$ cat src/hw/rtl/hhss_pkg.sv
// ----------------------------------------------------------------------------
// hhss_pkg
// Shared types, constants and helpers for the space-saving heavy hitter block.
// ----------------------------------------------------------------------------
`default_nettype none

package hhss_pkg;

  localparam int unsigned NumSlotsDefault = 64;
  localparam int unsigned KeyBitsDefault  = 32;
  localparam int unsigned CntBits         = 32;
  localparam int unsigned OutKeyBits      = 32;

  typedef enum logic [2:0] {
    ST_IDLE,
    ST_SRCH,
    ST_SRD,
    ST_SCMP,
    ST_DONE
  } state_e;

  typedef struct packed {
    logic take_in;
    logic srch;
    logic load_hit;
    logic load_miss;
    logic rd_child;
    logic sift;
    logic fin;
    logic out_load;
  } cmd_t;

  typedef struct packed {
    logic hit;
    logic srch_end;
    logic has_child;
    logic swap;
    logic out_free;
  } sts_t;

  function automatic logic [CntBits-1:0] sat_inc(input logic [CntBits-1:0] v);
    sat_inc = (v == {CntBits{1'b1}}) ? v : v + 1'b1;
  endfunction

endpackage

`default_nettype wire

$ cat src/hw/rtl/hhss_ctrl.sv
// ----------------------------------------------------------------------------
// hhss_ctrl
// Sequencer: linear key search, then sift-down one heap level at a time, then output.
// ----------------------------------------------------------------------------
`default_nettype none

module hhss_ctrl (
  input  wire logic          clk_i,
  input  wire logic          rst_ni,
  input  wire logic          in_valid_i,
  output logic               in_ready_o,
  input  wire hhss_pkg::sts_t sts_i,
  output hhss_pkg::cmd_t     cmd_o
);
  import hhss_pkg::*;

  state_e state_q, state_d;

  always_ff @(posedge clk_i or negedge rst_ni) begin
    if (!rst_ni) begin
      state_q <= ST_IDLE;
    end else begin
      state_q <= state_d;
    end
  end

  always_comb begin
    state_d = state_q;
    case (state_q)
      ST_IDLE: if (in_valid_i) state_d = ST_SRCH;
      ST_SRCH: if (sts_i.hit || sts_i.srch_end) state_d = ST_SRD;
      ST_SRD:  state_d = sts_i.has_child ? ST_SCMP : ST_DONE;
      ST_SCMP: state_d = sts_i.swap ? ST_SRD : ST_DONE;
      ST_DONE: if (sts_i.out_free) state_d = ST_IDLE;
      default: state_d = ST_IDLE;
    endcase
  end

  always_comb begin
    cmd_o      = '0;
    in_ready_o = 1'b0;
    case (state_q)
      ST_IDLE: begin
        in_ready_o    = 1'b1;
        cmd_o.take_in = in_valid_i;
      end
      ST_SRCH: begin
        cmd_o.srch      = 1'b1;
        cmd_o.load_hit  = sts_i.hit;
        cmd_o.load_miss = !sts_i.hit && sts_i.srch_end;
      end
      ST_SRD:  cmd_o.rd_child = sts_i.has_child;
      ST_SCMP: cmd_o.sift = 1'b1;
      ST_DONE: begin
        cmd_o.fin      = 1'b1;
        cmd_o.out_load = sts_i.out_free;
      end
      default: cmd_o = '0;
    endcase
  end

endmodule

`default_nettype wire

$ cat config.mk
export PLATFORM = sky130hd
export DESIGN_NAME = hhss_ctrl
export DESIGN_NICKNAME = d
export VERILOG_FILES = /design/src/hw/rtl/hhss_pkg.sv /design/src/hw/rtl/hhss_ctrl.sv
export SDC_FILE = /design/constraint.sdc
export NUM_CORES = 1
export LEC_CHECK = 0
export BUFFER_PORTS_ARGS = -buffer_cell sky130_fd_sc_hd__buf_2
export CAP_MARGIN = 20
export CORE_AREA = 2 2 39 41
export DETAILED_ROUTE_END_ITERATION = 16
export DIE_AREA = 0 0 41 43
export HOLD_SLACK_MARGIN = 0.12
export PLACE_DENSITY = 0.47
export SKIP_LAST_GASP = 1
export SLEW_MARGIN = 15
export SYNTH_ARGS = -nofsm -noshare
export SYNTH_HDL_FRONTEND = slang
export SYNTH_SLANG_ARGS = --single-unit
$ cat constraint.sdc
create_clock -name clk_i -period 2.4 [get_ports clk_i]
set_input_delay 0.48 -clock clk_i [delete_from_list [all_inputs] [get_ports clk_i]]
set_output_delay 0.48 -clock clk_i [all_outputs]
set_load 0.02 [all_outputs]
==> impl_results.md, run 1 <==
- Post-CTS repair timing setup buffer count: 0
- Max-Cap Viols: 0
- Data required, critical path: 1.92 ns
- Die H: 43 um
- Diode count: 0
- Sw Share: between 40% and 50%
- Area Overhead vs Synth: 66.1%
- Most common flop cell mapped by yosys: dfrtp_1
- Total CTS buffers: 3
- Via count: 250
- Skew final: 0.000784 ns
- Post-DRT Antenna Nets: 0
- Worst skew pair latency: between 0.2 and 0.25 ns
- Ys Warns: 0
- Initial Utilization: between 10 and 15%
- Post-synth EDFFs: 0
- Synth Net Count: 34
- Vias in the first global route: ~230
- Worst slack, placed: between 0.8 and 0.9 ns
- Fill cell count: ~150
- Combinational power share: approximately 53%
- Largest registers: state_q: 3 flops
- Hold buffer count at CTS: 1
- Largest net degree at the start of global routing: 8
- Switch Pwr: ~0.22 mW
- Die Footprint: between 1500 and 2000 um^2
- Hold depth: 2
- Post-layout util: 24.8%
- Final hold viol count: 0
- Worst Path Buf+Inv: 2
- Part of the Yosys area used for sequential elements: 36.4%
- RSZ-0062 raised after global routing: false
- CP cell instances: inv_2 -> nor3_2 -> and3b_1 -> buf_2
- Synth Area per Inst: 7.94 um^2
- Port Buffers: 16
- Outcome: finished clean
- Area leader, netlist: dfrtp_1
- Core area: 1380 um^2
- CP Launch Type: flop
- Setup Viol. Count Final: 0
- # DRC: 0
- Ys async rst share: 100%
- Flop pwr share: around a quarter
- Worst Path Arrival: around 1.3 ns
- Largest register by flop count: state_q
- Fraction of layout cells with a size suffix above 1: between 40% and 50%
- Post-Syn Area: approximately 210 um^2
- Power share of the clock group: 20.3%
- #FFs+latches synth: 3
- Int Power: between 0.2 and 0.25 mW
- Worst path depth: 4
- GPL Wtd Cong: between 0.6 and 0.7
- Critical path start-end classification: flop to primary output
- LEAKAGE: around 0.20 nW
- CTS Sinks: 3
- Peak VDD IR: ~0.42 mV
- Ports: 17
- Largest stage delay, worst path: 0.45 ns
- Max-slew violation count: 0
- Worst r2r path cells: 3
- Average wire per standard cell: roughly 8.5 um
- DR vias/cell: approximately 4
- Slew at the pin closest to its max-slew limit: about 0.24 ns
- CTS tree: yes
- Detailed Route WL: roughly 530 um
- Buffers from clock root to sink, at most: 2
- Clk slew on worst S/H paths: around 0.040 ns
- Cts repair resizes: 0
- Worst-path fanout max: 7
- HP Class: input port to flop
- Clock root buffer: clkbuf_4
- Netlist cell types: 19
- Chip width: around 41 um
- Final instance area: between 300 and 400 um^2
- Fmax: 0.571 GHz
- NumNets Final: 56
- Post-synthesis cell count: 26
- Total GRT Usage: around 8.0%
- Pwr/cell area: ~1300 nW/um^2
- Minimum hold slack: roughly 0.45 ns
- Initial antenna violation count: 0
- Tcrit/Tclk final: between 70% and 80%
- Post-DP HPWL: 415 um
- Floorplan row count: 14
- Sum Neg Setup Slack: 0 ns
- Max_slew headroom: between 80% and 90%
- DRT Pass-1 Iters: 2
- H-tree Lvls: 1
- Share of Yosys cell area claimed by the top area cell type: around 36%
- Top area cells in the synthesized netlist: dfrtp_1, nand2b_1, nand2_1
- Setup ws final: roughly 0.65 ns
- Most frequent cells in the layout: buf_2, nor2_1, nand2_1, clkbuf_4, dfrtp_1
- CP Capture Type: primary output
- Commonest non-fill, non-tap cell in the layout: buf_2
- Area after DPL: around 300 um^2
- Total grt overflow: 0
- Min cycle time layout: ~1.7 ns
- Delay-heaviest family, CP: flip-flops
- Largest register FFs: 3
- DRT iter0 DRCs: 3
- Max stage delay cell, worst path: dfrtp_1
- First-pass GRT wire length: approximately 840 um
metrics by stage:
| step | total power [mW] | std cells |
|---|---|---|
| after floorplan | 0.287 | 26 |
| final | 0.456 | 63 |
| after global routing | 0.496 | 63 |
| after global placement | 0.369 | 58 |
| after detailed placement | 0.367 | 58 |
| after CTS | 0.465 | 63 |
kinds of logic after synthesis:
group	after synthesis	share of synthesized area, %
buffers and inverters	2	3.63
AOI/OAI and AO/OA	6	18.8
and+or+nand+nor	15	41.2
DFF	3	36.4
Yosys cell counts (2+ instances only):
cell	instances
dfrtp_1	3
nor2_1	3
nand2_1	3
nand2b_1	2
power by group through the flow:
| stage | clock network, mW | registers (mW) | logic, mW |
|---|---|---|---|
| after floorplan | 0 | 0.109 | 0.178 |
| after global placement | 0 | 0.123 | 0.245 |
| after detailed placement | 0 | 0.122 | 0.245 |
| after CTS | 0.0955 | 0.122 | 0.248 |
| final | 0.0927 | 0.120 | 0.243 |
| after global routing | 0.100 | 0.127 | 0.269 |
worst reg2reg max path: stages (launching register included):
cell      delay (ns)
dfrtp_1         0.44
or2_1           0.25
a21oi_1         0.15
a211oi_1        0.06
worst paths after layout:
path / from / endpoint / slack, ns
max in group asynchronous: rst_ni / state_q[2] / 1.73
min in group asynchronous: rst_ni / state_q[0] / 0.56
hold reg to reg: state_q[2] / state_q[0] / 0.56
hold / removal: sts_i[0] / state_q[2] / 0.45
setup reg to reg: state_q[0] / state_q[0] / 1.37
setup / recovery: state_q[0] / cmd_o[4] / 0.65
area by class of cell:
cell class                      instances  area [um^2]  area share [%]
Multi-Input combinational cell         21          124            36.1
Timing Repair Buffer                   17         90.1            26.3
Inverter                                2         7.51            2.19
Sequential cell                         3         75.1            21.9
Tap cell                               16         20.0            5.84
Clock buffer                            4         26.3            7.66
per-layer routing:
layer  global-route usage (%)  wire length, um  part of all wire (%)
met5                        0                0                     0
met2                     9.06              182                    34
met1                     8.74              255                    48
met4                     8.00               19                   3.6
met3                     6.28               76                    14
No activity file was read; power rests on OpenSTA's default activity.
==> run 2: changes to the inputs <==
--- a/config.mk
+++ b/config.mk
@@ -5,13 +5,14 @@
 export SDC_FILE = /design/constraint.sdc
 export NUM_CORES = 1
 export LEC_CHECK = 0
+export ABC_AREA = 1
 export BUFFER_PORTS_ARGS = -buffer_cell sky130_fd_sc_hd__buf_2
 export CAP_MARGIN = 20
 export CORE_AREA = 2 2 39 41
 export DETAILED_ROUTE_END_ITERATION = 16
 export DIE_AREA = 0 0 41 43
 export HOLD_SLACK_MARGIN = 0.12
-export PLACE_DENSITY = 0.47
+export PLACE_DENSITY = 0.52
 export SKIP_LAST_GASP = 1
 export SLEW_MARGIN = 15
 export SYNTH_ARGS = -nofsm -noshare
==> constraint.sdc (replaced) <==
create_clock -name clk_i -period 1.4 [get_ports clk_i]
set_input_delay 0.28 -clock clk_i [delete_from_list [all_inputs] [get_ports clk_i]]
set_output_delay 0.28 -clock clk_i [all_outputs]
set_load 0.02 [all_outputs]
==> impl_results.md, run 2 <==
- Final cell count without fillers: 78
- HP Class: input port to flop
- CTS tree: yes
- Total CTS buffers: 3
- Top cells by count, synth: inv_1, nor2_1, nand3_1, nand2_1
- First-pass GRT wire length: between 1 and 1.5 mm
- Post-synthesis cell count: 39
- Diode count: 0
- GRT met2 Usage: 11.6%
- Area Overhead vs Synth: 89.4%
- Vias in the first global route: between 200 and 300
- Clk slew on worst S/H paths: about 0.040 ns
- Largest register FFs: 3
- Post-DP HPWL: just under 500 um
- R2r startpoint: state_q[0]
- Int Power: between 0.5 and 0.6 mW
- Total grt overflow: 0
- Fmax: between 0.6 and 0.7 GHz
- Detailed Route WL: ~740 um
- Combinational power share: ~63%
- Initial antenna violation count: 0
- Pwr/cell area: roughly 2200 nW/um^2
- CP Launch Type: flop
- Worst Path Arrival: ~1.2 ns
- Largest registers: state_q: 3 flops
- Total GRT Usage: 9.58%
- Largest stage delay, worst path: approximately 0.46 ns
- Clock root buffer: clkbuf_4
- CP Capture Type: primary output
- Post-Syn Area: about 250 um^2
- Data required, critical path: around 1.1 ns
- H-tree Lvls: 1
- Synth Area per Inst: between 6 and 7 um^2
- Post-synth EDFFs: 0
- Max-Cap Viols: 0
- Part of the Yosys area used for sequential elements: a little under a third
- Largest net degree at the start of global routing: 7
- Netlist cell types: 13
- Die H: 43 um
- Most common flop cell mapped by yosys: dfrtp_1
- Power consumption: between 1 and 1.5 mW
- LEAKAGE: 0.252 nW
- Switch Pwr: between 0.4 and 0.5 mW
- Peak VDD IR: 0.699 mV
- Worst skew pair latency: between 0.2 and 0.25 ns
- Min-delay src: sts_i[2]
- GR Util met3: 3.14%
- Die Footprint: 1760 um^2
- Final instance area: approximately 470 um^2
- Buffers from clock root to sink, at most: 2
- Worst-path fanout max: 6
- Final hold viol count: 0
- Port Buffers: 16
- Skew final: approximately 0.00032 ns
- Worst slack, placed: 0.142 ns
- NumNets Final: 71
- CTS Sinks: 3
- Commonest non-fill, non-tap cell in the layout: inv_1
- Max stage delay cell, worst path: dfrtp_2
- Inst Count DP: 71
- Hold depth: 2
- Power share of the clock group: between 10% and 20%
- Ys async rst share: 100%
- Ys Warns: 0
- Largest register by flop count: state_q
- Top-count cell post-synth: inv_1
- Post-layout util: 34.1%
- Outcome: finished, violations left
- Via count: between 300 and 400
- Post-DRT Antenna Nets: 0
- DR vias/cell: about 4.2
- Max_slew headroom: ~87%
- Setup Viol. Count Final: 6
- Area after DPL: 355 um^2
- Tcrit/Tclk final: 105%
- Core area: ~1400 um^2
- #FFs+latches synth: 3
- Setup ws final: -0.0761 ns
- DRT Pass-1 Iters: 4
- RSZ-0062 raised after global routing: true
- Initial Utilization: roughly 18%
- Critical path start-end classification: flop to primary output
- GPL Wtd Cong: roughly 0.76
- Average wire per standard cell: 9.51 um
- GRT Max-Usage Layer: met1
- Synth Net Count: 47
- Reg2reg setup slack: around 0.23 ns
- Most frequent cells in the layout: inv_1, buf_2, buf_4
- Reg2reg end: state_q[1]
- Worst r2r path cells: 6
- Sw Share: about half
- # DRC: 0
- Share of Yosys cell area claimed by the top area cell type: between 30% and 40%
- Top area cells in the synthesized netlist: dfrtp_1, inv_1, nand3_1
- CP cell instances: inv_4 -> nand3_1 -> nor2_2 -> buf_4
- GRT met1 Usage: about an eighth
- Ports: 17
- Fraction of layout cells with a size suffix above 1: a little under three fifths
- Flop pwr share: 21.6%
- Max-slew violation count: 0
- Area leader, netlist: dfrtp_1
- Min cycle time layout: 1.48 ns
- Worst Hold End: state_q[2]
- Fill cell count: 154
- DRT iter0 DRCs: 7
- Failing checks: negative setup slack
- Floorplan row count: 14
- Chip width: between 40 and 50 um
- Slew at the pin closest to its max-slew limit: between 0.15 and 0.2 ns
run 2: cell count changes in the layout (fill, tap and decap cells not counted), moves of 5 or more:
cell / change
buf_2: -8
inv_1: +8
buf_4: +7
nand3_1: +5
run 2: cell families after synthesis:
group                  share of synthesized area [%]
AND/OR/NAND/NOR                                 40.7
buffers and inverters                           18.1
AO/OA/AOI/OAI                                   11.1
flip-flops                                      30.1
run 2: how the worst max path moves through the flow:
stage,to,slack [ns],startpoint,cells past startpoint
6_report,cmd_o[3],-0.08,state_q[2],4
5_1_grt,cmd_o[3],-0.14,state_q[2],4
4_1_cts,cmd_o[4],-0.10,state_q[0],5
3_5_place_dp,cmd_o[4],0.14,state_q[0],5
3_3_place_gp,cmd_o[3],0.12,state_q[2],4
2_1_floorplan,cmd_o[4],0.03,state_q[2],3
run 2: metrics by stage:
step | hold WS [ns] | setup TNS [ns]
final | 0.287 | -0.221
after global routing | 0.288 | -0.759
after CTS | 0.284 | -0.420
after detailed placement | 0.0786 | 0
after global placement | 0.0779 | 0
after floorplan | -0.0156 | 0
run 2: power by group through the flow:
| stage | Clock, mW | Sequential (mW) | Combinational, mW |
|---|---|---|---|
| after floorplan | 0 | 0.177 | 0.361 |
| after global placement | 0 | 0.185 | 0.493 |
| after detailed placement | 0 | 0.185 | 0.494 |
| after CTS | 0.161 | 0.187 | 0.548 |
| after global routing | 0.174 | 0.226 | 0.705 |
| final | 0.154 | 0.220 | 0.646 |
run 2: timing repair:
action                                  4_1_cts  5_1_grt
resized for setup                             7       16
buffers inserted                              1        1
hold buffers                                  1        0
hold endpoints to repair                      3        0
pin swaps                                     1        3
endpoints found under the setup margin        9        9
run 2: critical path: cells and delay by family, from the launching register on:
kind                   cells  cell delay, ns
buffers and inverters      2            0.25
DFF                        1            0.46
and+or+nand+nor            2            0.25
run 2: layout make-up:
class	count	area (um^2)	area share, %
sequential	3	78.8	16.7
tap	16	20.0	4.24
clock buffer	4	26.3	5.57
timing repair buffer	19	136	28.9
multi-input combinational	24	160	34.0
inverter	12	50.0	10.6
run 2: per-layer routing:
layer | up-vias | share of wire (%) | routed length, um
met5 | - | 0 | 0
met4 | 0 | 2.3 | 17
met3 | 2 | 6.2 | 46
met2 | 14 | 48 | 356
met1 | 141 | 43 | 322
li1 | 168 | - | -
==> run 3: changes to the inputs <==
--- a/config.mk
+++ b/config.mk
@@ -9,6 +9,7 @@
 export BUFFER_PORTS_ARGS = -buffer_cell sky130_fd_sc_hd__buf_2
 export CAP_MARGIN = 20
 export CORE_AREA = 2 2 39 41
+export CTS_BUF_LIST = sky130_fd_sc_hd__clkbuf_8
 export DETAILED_ROUTE_END_ITERATION = 16
 export DIE_AREA = 0 0 41 43
 export HOLD_SLACK_MARGIN = 0.12
==> impl_results.md, run 3 (synthesized netlist as in run 2, its figures left out) <==
- RSZ-0062 raised after global routing: true
- Reg2reg end: state_q[1]
- Detailed Route WL: a little over 700 um
- Failing checks: negative setup slack
- Setup ws final: -0.0436 ns
- Ports: 17
- Worst slack, placed: roughly 0.14 ns
- Switch Pwr: 0.495 mW
- Critical path start-end classification: flop to primary output
- # DRC: 0
- CP cell instances: inv_2 -> nor2_4 -> nand2_2 -> nor3_2 -> buf_4
- Sw Share: 45.8%
- Floorplan row count: 14
- Port Buffers: 16
- Total GRT Usage: a little under a tenth
- LEAKAGE: 0.258 nW
- Slew at the pin closest to its max-slew limit: approximately 0.19 ns
- Post-DP HPWL: between 400 and 500 um
- R2r startpoint: state_q[0]
- Max-slew violation count: 0
- Core area: roughly 1400 um^2
- Largest register by flop count: state_q
- Final hold viol count: 0
- Worst Path Arrival: approximately 1.2 ns
- GPL Wtd Cong: approximately 0.76
- First-pass GRT wire length: 1.06 mm
- H-tree Lvls: 1
- Largest registers: state_q: 3 flops
- Tcrit/Tclk final: 103%
- Int Power: 0.584 mW
- Most frequent cells in the layout: inv_1, buf_2, buf_4
- Vias in the first global route: around 280
- Average wire per standard cell: between 9 and 10 um
- Flop pwr share: 18.8%
- Min cycle time layout: 1.44 ns
- Peak VDD IR: roughly 0.66 mV
- Via count: ~320
- Clock root buffer: clkbuf_8
- Reg2reg setup slack: 0.31 ns
- Min-delay src: sts_i[2]
- CP Capture Type: primary output
- Die H: approximately 43 um
- Minimum hold slack: 0.306 ns
- Area Overhead vs Synth: 90.5%
- Power consumption: approximately 1.1 mW
- Max-Cap Viols: 0
- Largest register FFs: 3
- Worst Hold End: state_q[2]
- HP Class: input port to flop
- Inst Count DP: between 70 and 80
- Total CTS buffers: 3
- CP Launch Type: flop
- Setup Viol. Count Final: 4
- Worst Path Buf+Inv: 2
- Chip width: between 40 and 50 um
- Data required, critical path: 1.12 ns
- Fraction of layout cells with a size suffix above 1: 54.1%
- Worst skew pair latency: approximately 0.22 ns
- Outcome: finished, violations left
- Clk slew on worst S/H paths: 0.03 ns
- Max stage delay cell, worst path: dfrtp_1
- Combinational power share: 58.4%
- Commonest non-fill, non-tap cell in the layout: inv_1
- Worst r2r path cells: 5
- Initial antenna violation count: 0
- Delay-heaviest family, CP: flip-flops
- Largest stage delay, worst path: slightly above 0.4 ns
- Total grt overflow: 0
- Fmax: ~0.69 GHz
- Sum Neg Setup Slack: -0.141 ns
- Hold depth: 2
- Worst-path fanout max: 4
- Multi-input gate area: around 160 um^2
- Post-DRT Antenna Nets: 0
- Largest net degree at the start of global routing: 7
- FF/Latch Area: slightly below 80 um^2
- DRT Pass-1 Iters: 4
- DRT iter0 DRCs: 8
- Fill cell count: approximately 150
- Initial Utilization: 18.0%
- Max_slew headroom: about 87%
- Diode count: 0
- Die Footprint: ~1800 um^2
- CTS Sinks: 3
- DR vias/cell: ~4.1
- Skew final: ~0.00068 ns
- NumNets Final: 70
- Buffers from clock root to sink, at most: 2
- Power share of the clock group: around 23%
- Pwr/cell area: approximately 2300 nW/um^2
- Final cell count without fillers: slightly below 80
- CTS tree: yes
==> run 3: changes by cell type in the layout (fill, tap and decap cells not counted) <==
cell / delta
inv_4: -1
clkbuf_8: +3
dfrtp_2: -1
dfrtp_1: +1
nor2_2: +1
inv_2: +1
inv_1: +1
clkbuf_4: -3
buf_4: -1
clkbuf_1: -1
nor2_4: -1
==> run 3: worst max-delay path by stage <==
stage                     slack (ns)  cells after the start        to       start
after floorplan                 0.03                      3  cmd_o[4]  state_q[2]
after global placement          0.12                      4  cmd_o[3]  state_q[2]
after detailed placement        0.14                      5  cmd_o[4]  state_q[0]
after CTS                      -0.08                      5  cmd_o[4]  state_q[0]
after global routing           -0.13                      5  cmd_o[4]  state_q[0]
final                          -0.04                      5  cmd_o[4]  state_q[0]
==> run 3: layout make-up <==
cell class	instances	share of cell area, %
Clock buffer	3	8.71
Clock inverter	1	0.792
Inverter	12	10.0
Multi-Input combinational cell	24	32.7
Sequential cell	3	16.4
Tap cell	16	4.22
Timing Repair Buffer	18	27.2
==> run 3: per-stage QoR <==
stage / instance area, um^2 / utilization (%)
after floorplan: 255 / -
after global placement: 355 / 25.7
after detailed placement: 355 / 25.7
after CTS: 435 / 31.5
after global routing: 474 / 34.3
final: 474 / 34.3
==> run 3: what timing repair did <==
action,4_1_cts,5_1_grt
hold buffers,1,0
hold endpoints to repair,3,0
gates resized for setup,7,13
buffers inserted,1,0
setup endpoints to repair,9,9
pin swaps,0,3
==> run 3: power groups by stage <==
| stage | registers (mW) | clock network, mW | logic (mW) |
|---|---|---|---|
| 3_5_place_dp | 0.185 | 0 | 0.494 |
| 3_3_place_gp | 0.185 | 0 | 0.493 |
| 4_1_cts | 0.187 | 0.257 | 0.548 |
| 2_1_floorplan | 0.177 | 0 | 0.361 |
| 5_1_grt | 0.209 | 0.264 | 0.691 |
| 6_report | 0.203 | 0.246 | 0.630 |
==> run 3: layer usage <==
metal	GRT usage (%)	wire (um)	up-vias
met4	10.0	15	0
met1	12.1	316	135
met3	3.14	46	2
met2	11.6	344	12
li1	-	-	166
met5	0	0	-
